**src/rtl/core/mcab_pkg.sv**
```systemverilog
package mcab_pkg;

  // Field and state widths.
  localparam int SAMPLE_W = 12;
  localparam int MASK_W   = 4;
  localparam int SCAN_W   = 4;
  localparam int CH_W     = 3;
  localparam int AVG_W    = 23;
  localparam int SUM_W    = 24;
  localparam int VAL_W    = SAMPLE_W + 1;
  localparam int CNT_W    = 11;
  localparam int SHIFT_W  = 4;
  localparam int NUM_CH   = 6;

  // Longest window that is honored; longer settings are clamped to it.
  localparam int MAX_WINDOW = 1024;

  // Configuration port.
  localparam int CFG_IDX_W  = 2;
  localparam int CFG_DATA_W = 12;
  localparam logic [CFG_IDX_W-1:0] REG_ZERO_OFFSET  = 2'd0;
  localparam logic [CFG_IDX_W-1:0] REG_SAMPLES_WIN  = 2'd1;
  localparam logic [CFG_IDX_W-1:0] REG_RESULT_SHIFT = 2'd2;

  // Reset values of the configuration registers.
  localparam logic [CNT_W-1:0]   SAMPLES_WIN_RESET  = 11'd64;
  localparam logic [SHIFT_W-1:0] RESULT_SHIFT_RESET = 4'd6;

  // Channel numbers on the result side.
  localparam logic [CH_W-1:0] CH_SCAN_FIRST  = 3'd0;
  localparam logic [CH_W-1:0] CH_SCAN_SECOND = 3'd1;
  localparam logic [CH_W-1:0] CH_SCAN_THIRD  = 3'd2;
  localparam logic [CH_W-1:0] CH_INPUT_FOUR  = 3'd3;
  localparam logic [CH_W-1:0] CH_INPUT_FIVE  = 3'd4;
  localparam logic [CH_W-1:0] CH_TEMP        = 3'd5;

  // Scan position codes.
  localparam logic [SCAN_W-1:0] SCAN_POS_FIRST  = 4'd1;
  localparam logic [SCAN_W-1:0] SCAN_POS_SECOND = 4'd2;
  localparam logic [SCAN_W-1:0] SCAN_POS_THIRD  = 4'd0;

  // Decoded channel selection handed from the decoder to the accumulators.
  typedef struct packed {
    logic            hit;
    logic [CH_W-1:0] ch;
  } chan_sel_t;

endpackage

```
**src/rtl/core/mcab_decode.sv**
```systemverilog
module mcab_decode
  import mcab_pkg::*;
(
  input  logic [MASK_W-1:0] ch_mask,
  input  logic [SCAN_W-1:0] scan_next,
  output chan_sel_t         sel
);

  // Lowest mask bit wins; an unknown scan position drops the sample.
  always_comb begin
    sel.hit = 1'b0;
    sel.ch  = CH_SCAN_FIRST;
    priority if (ch_mask[0]) begin
      if (scan_next == SCAN_POS_FIRST) begin
        sel.hit = 1'b1;
        sel.ch  = CH_SCAN_FIRST;
      end else if (scan_next == SCAN_POS_SECOND) begin
        sel.hit = 1'b1;
        sel.ch  = CH_SCAN_SECOND;
      end else if (scan_next == SCAN_POS_THIRD) begin
        sel.hit = 1'b1;
        sel.ch  = CH_SCAN_THIRD;
      end
    end else if (ch_mask[1]) begin
      sel.hit = 1'b1;
      sel.ch  = CH_INPUT_FOUR;
    end else if (ch_mask[2]) begin
      sel.hit = 1'b1;
      sel.ch  = CH_INPUT_FIVE;
    end else if (ch_mask[3]) begin
      sel.hit = 1'b1;
      sel.ch  = CH_TEMP;
    end else begin
      // No mask bit set: the sample is dropped.
      sel.hit = 1'b0;
    end
  end

endmodule

```
**src/rtl/core/mcab_accum.sv**
```systemverilog
module mcab_accum
  import mcab_pkg::*;
(
  input  logic                     clk,
  input  logic                     rst,
  input  logic                     update,
  input  chan_sel_t                sel,
  input  logic signed [VAL_W-1:0]  val,
  input  logic [CNT_W-1:0]         win,
  input  logic [SHIFT_W-1:0]       shift,
  output logic                     dump,
  output logic signed [AVG_W-1:0]  average_next
);

  logic signed [SUM_W-1:0] sums [NUM_CH];
  logic [CNT_W-1:0]        counts [NUM_CH];

  logic signed [SUM_W-1:0] sum_next;
  logic [CNT_W-1:0]        count_next;
  logic signed [SUM_W-1:0] shifted;

  // Add the new sample to the selected channel and check for end of window.
  always_comb begin
    sum_next   = sums[sel.ch] + SUM_W'(val);
    count_next = counts[sel.ch] + CNT_W'(1);
    dump       = (count_next >= win);
  end

  // Floor shift of the window sum, saturated to the result width.
  always_comb begin
    shifted = sum_next >>> shift;
    if (shifted[SUM_W-1] != shifted[AVG_W-1]) begin
      average_next = shifted[SUM_W-1] ? {1'b1, {(AVG_W-1){1'b0}}}
                                      : {1'b0, {(AVG_W-1){1'b1}}};
    end else begin
      average_next = shifted[AVG_W-1:0];
    end
  end

  // Per-channel sums and counts; a dump clears the channel.
  always_ff @(posedge clk) begin
    if (rst) begin
      for (int i = 0; i < NUM_CH; i++) begin
        sums[i]   <= '0;
        counts[i] <= '0;
      end
    end else if (update) begin
      if (dump) begin
        sums[sel.ch]   <= '0;
        counts[sel.ch] <= '0;
      end else begin
        sums[sel.ch]   <= sum_next;
        counts[sel.ch] <= count_next;
      end
    end
  end

endmodule

```
**src/rtl/core/multichannel_adc_block_averager.sv**
```systemverilog
// An accepted input is held in the input register, and its result is then
// loaded from there into the result register. Throughput: one sample per
// cycle while the result is not stalled, set by the accumulate and compare
// on the per-channel sum and count registers between the input and result
// registers; a stalled result holds the pipeline.
// Reset (rst, synchronous, active high) clears all sums and counts, empties
// the pipeline and restores offset 0, window 64 and shift 6.
module multichannel_adc_block_averager
  import mcab_pkg::*;
(
  input  logic                    clk,
  input  logic                    rst,
  input  logic                    cfg_write,
  input  logic [CFG_IDX_W-1:0]    cfg_index,
  input  logic [CFG_DATA_W-1:0]   cfg_data,
  input  logic                    in_valid,
  output logic                    in_ready,
  input  logic [SAMPLE_W-1:0]     sample,
  input  logic [MASK_W-1:0]       ch_mask,
  input  logic [SCAN_W-1:0]       scan_next,
  output logic                    out_valid,
  input  logic                    out_ready,
  output logic [CH_W-1:0]         channel,
  output logic signed [AVG_W-1:0] average
);

  logic [SAMPLE_W-1:0] zero_offset;
  logic [CNT_W-1:0]    samples_per_window;
  logic [SHIFT_W-1:0]  result_shift;

  logic                s1_valid;
  logic [SAMPLE_W-1:0] s1_sample;
  logic [MASK_W-1:0]   s1_mask;
  logic [SCAN_W-1:0]   s1_scan;

  logic                    advance;
  logic                    update;
  logic                    dump;
  chan_sel_t               sel;
  logic signed [VAL_W-1:0] val;
  logic [CNT_W-1:0]        win;
  logic signed [AVG_W-1:0] average_next;

  // Configuration registers.
  always_ff @(posedge clk) begin
    if (rst) begin
      zero_offset        <= '0;
      samples_per_window <= SAMPLES_WIN_RESET;
      result_shift       <= RESULT_SHIFT_RESET;
    end else if (cfg_write) begin
      unique case (cfg_index)
        REG_ZERO_OFFSET:  zero_offset        <= cfg_data;
        REG_SAMPLES_WIN:  samples_per_window <= cfg_data[CNT_W-1:0];
        REG_RESULT_SHIFT: result_shift       <= cfg_data[SHIFT_W-1:0];
        default: ;
      endcase
    end
  end

  // Effective window length, clamped to one through the maximum.
  always_comb begin
    if (samples_per_window == '0) begin
      win = CNT_W'(1);
    end else if (samples_per_window > CNT_W'(MAX_WINDOW)) begin
      win = CNT_W'(MAX_WINDOW);
    end else begin
      win = samples_per_window;
    end
  end

  // The working stage moves whenever the result register is free or draining.
  assign advance  = !out_valid || out_ready;
  assign in_ready = !s1_valid || advance;

  // Input register.
  always_ff @(posedge clk) begin
    if (rst) begin
      s1_valid <= 1'b0;
    end else if (in_ready) begin
      s1_valid <= in_valid;
    end
  end

  always_ff @(posedge clk) begin
    if (in_ready && in_valid) begin
      s1_sample <= sample;
      s1_mask   <= ch_mask;
      s1_scan   <= scan_next;
    end
  end

  mcab_decode u_decode (
    .ch_mask   (s1_mask),
    .scan_next (s1_scan),
    .sel       (sel)
  );

  assign val    = $signed({1'b0, s1_sample}) - $signed({1'b0, zero_offset});
  assign update = s1_valid && advance && sel.hit;

  mcab_accum u_accum (
    .clk          (clk),
    .rst          (rst),
    .update       (update),
    .sel          (sel),
    .val          (val),
    .win          (win),
    .shift        (result_shift),
    .dump         (dump),
    .average_next (average_next)
  );

  // Result register.
  always_ff @(posedge clk) begin
    if (rst) begin
      out_valid <= 1'b0;
    end else if (advance) begin
      out_valid <= update && dump;
    end
  end

  always_ff @(posedge clk) begin
    if (update && dump) begin
      channel <= sel.ch;
      average <= average_next;
    end
  end

endmodule

```
**config.mk**
```make
export PLATFORM = sky130hd
export DESIGN_NAME = multichannel_adc_block_averager
export DESIGN_NICKNAME = d
export VERILOG_FILES = /design/src/rtl/core/mcab_pkg.sv /design/src/rtl/core/mcab_decode.sv /design/src/rtl/core/mcab_accum.sv /design/src/rtl/core/multichannel_adc_block_averager.sv
export SDC_FILE = /design/constraint.sdc
export NUM_CORES = 1
export LEC_CHECK = 0
export BUFFER_PORTS_ARGS = -buffer_cell sky130_fd_sc_hd__buf_2
export CORE_UTILIZATION = 55
export CTS_BUF_LIST = sky130_fd_sc_hd__clkbuf_4
export CTS_CLUSTER_DIAMETER = 30
export CTS_CLUSTER_SIZE = 14
export DETAILED_ROUTE_END_ITERATION = 7
export HOLD_SLACK_MARGIN = 0.06
export MAX_ROUTING_LAYER = met4
export PLACE_DENSITY = 0.79
export SYNTH_ARGS = -nofsm -noshare
export SYNTH_HDL_FRONTEND = slang
export SYNTH_SLANG_ARGS = --single-unit
```
**constraint.sdc**
```tcl
create_clock -name clk -period 5.8 [get_ports clk]
set_input_delay 0.58 -clock clk [delete_from_list [all_inputs] [get_ports clk]]
set_output_delay 0.58 -clock clk [all_outputs]
set_load 0.02 [all_outputs]
```
==> impl_results.md, run 1 <==
* Most frequent standard cell in the layout excluding fill and tap cells: edfxtp_1
* Core Box Area at 28000 um^2
* Number of nets with antenna violations after routing at 0
* Total die area at 29300 um^2
* Clk_skew at about 50 ps
* Number of input and output port buffers inserted at between 60 and 70
* Clock group share of total power at 29.6%
* Max Fclk at 183 MHz
* Critical path, cell by cell: or4b_1 -> a22o_4 -> clkinv_16 -> mux4_1 -> mux2i_1 -> inv_1 -> ha_1 -> nor3b_2 -> nand3_1 -> xor2_1 -> ha_1 -> a211o_1 -> a211o_1 -> a21oi_1 -> o21bai_1 -> and2_1 -> buf_4
* Setup_tns at 0 ps
* Final Hold Fails at 0
* Number of storage elements in the synthesis netlist at 285
* Portion of the clock cycle consumed by the worst path in the final layout at between 90 and 100%
* Hpwl dp at 26400 um
* Slowest CP cell: mux4_1
* Cell-internal power at 3890 uW
* Initial antenna violation count at 1
* Number of global-route vias before repair at 12277
* Worst vdd rail ir drop at 261 uV
* Switching part of the total at 35.2%
* Average size of a mapped cell at 10.2 um^2
* Critical path buffers and inverters at 3
* Outcome: finished clean
* Commonest cells after routing, fill and taps aside: 256 x edfxtp_1, 226 x nand2_1, 194 x nor2_1, 121 x nor3_1, 66 x buf_2
* Clock tree from TritonCTS: done
* Die W at 171 um
* Final GP Congestion at 0.945
* Register clock-pin slew on the reported worst setup and hold paths at 110 ps
* Critical Path RT at about 6200 ps
* Combined area of all synthesized cells at 15800 um^2
* Total power consumption of the routed design at 6010 uW
* Unrepaired setup endpoints after global routing: no
* Area Growth Syn to Fin at 12.6%
* Seq pwr share at between 30% and 40%
* Number of detailed-route iterations in the first pass at 6
* Proportion of synthesized flip-flops having asynchronous set or reset at 0%
* Total via count after detailed routing at 12819
* Slew HR at 17.5%
* FP Rows at 61
* Fraction of final layout cells with drive strength greater than 1 at 17.1%
* Global-route wire length before repair at 65900 um
* Maximum number of buffers from clock root to sink at 3
* Die extent in y at roughly 170 um
* Category of cells accounting for the largest share of critical-path delay: compound AO/OA/AOI/OAI gates
* CP max FO at 35
* Library cell used as clock root buffer: clkbuf_4
* Maximum number of pins on one net before global-route repair at between 100 and 150
* Static leakage power at 0.00663 uW
* Later-pin clock latency in the skew report at 740 ps
* Pwr per Cell Area at around 340 nW/um^2
* Number of buffers added by the clock tree synthesis step at 57
* Maxcap violations at 0
* Synth Net Count at 1641
* Initial core utilization at 56.3%
* Post-synthesis sequential area ratio at between 50% and 60%
* Number of flops mapped to enable cells by yosys at about 260
* Cell count after synthesis at 1553
* DR iter-0 viols at 1471
* Number of endpoints failing setup at the final stage at 0
* Critical Path End Type: flip-flop
* Placement Setup Slack at 133 ps
* Global route overflow at 0
* Number of distinct library cells after synthesis at 99
* Slew Limit Fails at 0
* Most used flip-flop cell after synthesis: edfxtp_1
* Post-layout minimum cycle time at between 5000 and 6000 ps
* Worst Hold Class: primary input to flip-flop
* Critical path start-end classification: flip-flop to flip-flop
* Arrival time at the worst endpoint at 5870 ps
* Critical path's largest stage delay at 580 ps
* Final-stage net count at 1736
* Setup slack of the critical path after layout at 346 ps
* Number of sinks driven by the clock tree at roughly 290
* Overall global routing resource usage at 30.0%
* Logic pwr share at 30.7%
* Slew @ Worst Pin at about 1200 ps
* Final routed DRC violation total at 0
* CP Launch Type: flip-flop
* Sw Pwr at 2110 uW
* Wire length per cell at about 20 um
* Number of synthesis warnings at 0
* H-tree depth reported by CTS at 2
* Post-route worst hold slack at about 130 ps
* Top-level port count at 67
* Routed Wire Length at 42000 um
* Avg Vias per Cell at 6.17
[kinds of logic (layout without fill, tap and decap cells)]
group,after synthesis,after routing,share of synthesized area (%)
simple gates,664,664,19.0
compound gates,304,304,13.3
flops,285,285,52.4
buf+inv,163,307,4.51
mux,57,57,4.96
fa+ha+maj,49,49,3.98
xor+xnor,31,31,1.87
other cells,0,1,0
[power groups by stage]
stage | Combinational, uW | Clock (uW) | Sequential [uW]
after floorplan | 1210 | 0 | 2440
after global placement | 1750 | 0 | 2430
after detailed placement | 1770 | 0 | 2430
after CTS | 1790 | 1790 | 2380
after global routing | 2000 | 1880 | 2390
final | 1840 | 1780 | 2380
[metal layers]
metal	global-route usage, %	wire length, um
met3	4.62	3390
met4	10.6	1140
met5	-	0
met1	40.0	17700
met2	46.8	19800
[cell usage after synthesis, types with 13 or more instances]
cell type | count | share of area [%]
inv_1 | 51 | 1.2
nor3_1 | 121 | 3.8
mux2i_1 | 32 | 2.0
xnor2_1 | 16 | 0.89
nand3_1 | 18 | 0.57
o21ai_1 | 14 | 0.44
dfxtp_1 | 29 | 3.7
a31oi_1 | 54 | 2.1
nand2_1 | 226 | 5.4
and3_1 | 32 | 1.3
clkbuf_1 | 82 | 2.0
xor2_1 | 13 | 0.72
o211ai_1 | 25 | 1.2
a21oi_1 | 62 | 2.0
edfxtp_1 | 256 | 49
o21ai_0 | 30 | 0.95
ha_1 | 47 | 3.7
nor2_1 | 194 | 4.6
a21o_1 | 20 | 0.95
[sequential cells by signal, summed over array words and instances (netlist names)]
signal              count
u_accum.sums          144
s1_mask                 4
zero_offset            12
channel                 3
out_valid               1
average                23
samples_per_window     11
s1_sample              12
result_shift            4
u_accum.counts         66
s1_scan                 4
s1_valid                1
[repair_timing]
item	4_1_cts	5_1_grt
hold buffers	23	0
buffers inserted	0	2
gates resized for setup	0	11
endpoints found under the hold margin	23	0
endpoints found under the setup margin	0	71
[worst reg2reg max path, stage by stage (launching register included)]
cell and delay [ps]:
edfxtp_1 420, or4b_1 550, a22o_4 390, clkinv_16 190
mux4_1 600, mux2i_1 300, inv_1 120, ha_1 220
nor3b_2 190, nand3_1 110, xor2_1 210, ha_1 280
a211o_1 280, a211o_1 270, a21oi_1 360, o21bai_1 170
and2_1 200, buf_4 240
[final cells by class]
class	count	area, um^2
fill	2263	10300
timing repair inverter	1	11.3
multi-input combinational	1105	6850
antenna	1	2.50
clock inverter	47	464
sequential	285	8270
timing repair buffer	141	988
tap	378	473
inverter	57	240
clock buffer	61	458
[path summary, 6_finish.rpt]
check | from | to | slack, ps | cells past startpoint
worst max-delay path | s1_scan[0] | average[1] | 350 | 17
worst min-delay path | cfg_data[9] | samples_per_window[9] | 130 | 3
worst max register to register | s1_scan[0] | average[1] | 350 | 17
worst min register to register | samples_per_window[5] | samples_per_window[5] | 520 | 2
[stage by stage]
| step | cells | util [%] | area [um^2] |
|---|---|---|---|
| floorplan | 1553 | - | 15800 |
| global placement | 1941 | 59.0 | 16500 |
| detailed placement | 1941 | 59.0 | 16500 |
| CTS | 2072 | 63.1 | 17700 |
| global route | 2076 | 63.4 | 17800 |
| finish | 2076 | 63.4 | 17800 |
No activity file was read; power rests on OpenSTA's default activity.
==> run 2, diff against run 1 <==
--- a/config.mk
+++ b/config.mk
@@ -6,6 +6,7 @@
 export NUM_CORES = 1
 export LEC_CHECK = 0
 export BUFFER_PORTS_ARGS = -buffer_cell sky130_fd_sc_hd__buf_2
+export CORE_MARGIN = 10
 export CORE_UTILIZATION = 55
 export CTS_BUF_LIST = sky130_fd_sc_hd__clkbuf_4
 export CTS_CLUSTER_DIAMETER = 30
==> run 2 against run 1 <==
- largest power group unchanged
- flip-flop and latch count unchanged
- setup slack got worse by 11 ps
- critical endpoint is now average[4]
- sequential share of layout area increased by 0.25 points
- critical path type unchanged
==> impl_results.md, run 2 (same netlist as run 1, synthesis figures left out) <==
* H-tree depth reported by CTS at 2 (unchanged)
* Die W at 189 um (+11%)
* Critical Path RT at 6250 ps (+40 ps)
* Slowest CP cell: or4b_1
* Cell count along the critical path at 20 (+3)
* Critical path's largest stage delay at 550 ps (-30 ps)
* Later-pin clock latency in the skew report at 710 ps (-30 ps)
* CP max FO at 55 (+57%)
* Slew @ Worst Pin at 1210 ps (-25.4 ps)
* Pwr per Cell Area at 335 nW/um^2 (-1.1%)
* Critical path start-end classification: flip-flop to flip-flop
* Outcome: finished clean
* Most frequent standard cell in the layout excluding fill and tap cells: edfxtp_1
* Core Box Area at 28000 um^2 (unchanged)
* Cells on worst reg2reg path at 20 (+3)
* Register containing the most flip-flops in the final layout: u_accum.sums
* Global-route wire length before repair at 67700 um (+2.8%)
* Hpwl dp at 27700 um (+4.8%)
* End of the critical path: average[4]
* Number of buffers added by the clock tree synthesis step at 55 (-3.5%)
* Clock tree from TritonCTS: done
* Arrival time at the worst endpoint at 5910 ps (+40 ps)
* Number of detailed-route iterations in the first pass at 7 (+1)
* Critical path buffers and inverters at 2 (-1)
* Initial antenna violation count at 1 (unchanged)
* Number of flip-flops in the largest register at 144 (unchanged)
* Register clock-pin slew on the reported worst setup and hold paths at 100 ps (about the same)
* Total power consumption of the routed design at 5910 uW (-1.6%)
* Number of sinks driven by the clock tree at 285 (unchanged)
* Top-level port count at 67 (unchanged)
* Slew Limit Fails at 0 (unchanged)
* Max Fclk at 183 MHz (-0.20%)
* Number of nets with antenna violations after routing at 0 (unchanged)
* Critical Path End Type: flip-flop
* CP Launch Type: flip-flop
* Overall global routing resource usage at 24.1% (-5.8 points)
* Registers with the most flip-flops: u_accum.sums (144), u_accum.counts (66), average (23)
* Post-route worst hold slack at 142 ps (+15.3 ps)
* Final-stage net count at 1734 (-0.12%)
* Number of input and output port buffers inserted at 66 (unchanged)
* Maximum number of pins on one net before global-route repair at 75 (-44%)
* Wire length per cell at 20.8 um (+2.8%)
* Startpoint of the worst setup timing path: s1_scan[0]
* Avg Vias per Cell at 6.21 (+0.61%)
* Worst reg2reg path startpoint: s1_scan[0]
* Maxcap violations at 0 (unchanged)
* Fraction of final layout cells with drive strength greater than 1 at 16.7% (-0.34 points)
* R2R setup slack at 340 ps (about the same)
* Maximum number of buffers from clock root to sink at 3 (unchanged)
* FP Rows at 61 (unchanged)
* Commonest cells after routing, fill and taps aside: 256 x edfxtp_1, 225 x nand2_1, 194 x nor2_1, 121 x nor3_1, 66 x buf_2
* Number of global-route vias before repair at 12629 (+2.9%)
* Slew HR at 19.2% (+1.7 points)
* Area Growth Syn to Fin at 12.0%
* Die extent in y at 189 um (+11%)
* Category of cells accounting for the largest share of critical-path delay: compound AO/OA/AOI/OAI gates
* Total via count after detailed routing at 12854 (+0.27%)
* Worst Hold Class: primary input to flip-flop
* Worst vdd rail ir drop at 209 uV (-20%)
* DR iter-0 viols at 1420 (-3.5%)
* Library cell used as clock root buffer: clkbuf_4
* Total die area at 35800 um^2 (+22%)
* Number of endpoints failing setup at the final stage at 0 (unchanged)
* Portion of the clock cycle consumed by the worst path in the final layout at 94.2% (+0.19 points)
* Clk_skew at 36.0 ps (-14.2 ps)
* Final routed DRC violation total at 0 (unchanged)
* FF-to-FF End: average[4]
* Routed Wire Length at 43100 um (+2.5%)
* Final GP Congestion at 0.947 (+0.19%)
* Static leakage power at 0.00660 uW (-0.50%)
* Initial core utilization at 56.3% (unchanged)
* Critical path, cell by cell: or4b_1 -> a22o_4 -> clkinv_8 -> nand2_1 -> and3_1 -> a31oi_1 -> nor2_1 -> a31oi_1 -> ha_1 -> fa_1 -> a211oi_2 -> o211ai_1 -> buf_4 -> a2111o_1 -> nand4_1 -> and3_1 -> a211o_1 -> mux4_2 -> a21oi_2 -> a21bo_1
* Post-layout minimum cycle time at 5460 ps (+10.9 ps)
* Final Hold Fails at 0 (unchanged)
* Global route overflow at 0 (unchanged)
[run 2: routing by layer]
layer	part of all wire, %	global-route usage [%]	wire, um	up-vias
met4	3.4	9.19	1450	0
met3	7.5	3.73	3230	103
met2	47	38.0	20400	635
met5	0	-	0	-
met1	42	31.1	18000	6178
li1	-	-	-	5938
[run 2: worst min-delay path by stage]
stage,cells after the start,slack (ps),start,endpoint
after floorplan,2,450,samples_per_window[0],samples_per_window[0]
final,3,140,cfg_data[9],samples_per_window[9]
after global placement,2,460,samples_per_window[0],samples_per_window[0]
after detailed placement,2,490,samples_per_window[0],samples_per_window[0]
after global routing,3,90,cfg_data[9],samples_per_window[9]
after CTS,3,80,cfg_data[11],zero_offset[11]
[run 2: report_power, final]
part / internal, uW / switching (uW)
Sequential: 2350 / 30.5
Combinational: 704 / 1170
Clock: 780 / 872
[run 2: final cells by class]
cell class | count | area (um^2)
diodes | 1 | 2.50
clock inverters | 40 | 380
well taps | 378 | 473
inverters | 57 | 226
fillers | 2253 | 10300
clock buffers | 61 | 458
flip-flops and latches | 285 | 8270
multi-input cells | 1105 | 6840
repair buffers | 142 | 1020
[run 2: metrics by stage]
step	setup TNS, ps	util, %	setup WS (ps)	cell area (um^2)	instances
4_1_cts	0	63.0	227	17600	2067
6_report	0	63.1	335	17700	2069
5_1_grt	-14.3	63.1	-14.3	17700	2069
3_5_place_dp	0	59.2	270	16600	1945
3_3_place_gp	0	59.2	468	16600	1945
2_1_floorplan	0	-	273	15800	1553
[run 2: worst register-to-register path, cell delays in order, from the launching register on]
cell and delay, ps:
edfxtp_1 410, or4b_1 550, a22o_4 280, clkinv_8 200, nand2_1 90, and3_1 190, a31oi_1 140, nor2_1 60
a31oi_1 270, ha_1 270, fa_1 260, a211oi_2 100, o211ai_1 280, buf_4 210, a2111o_1 200, nand4_1 170
and3_1 310, a211o_1 340, mux4_2 520, a21oi_2 160, a21bo_1 210
[run 2: what timing repair did]
item,CTS,global route
gates resized for setup,0,6
endpoints found under the hold margin,21,0
endpoints found under the setup margin,0,22
hold buffers,21,0
setup buffers,0,1
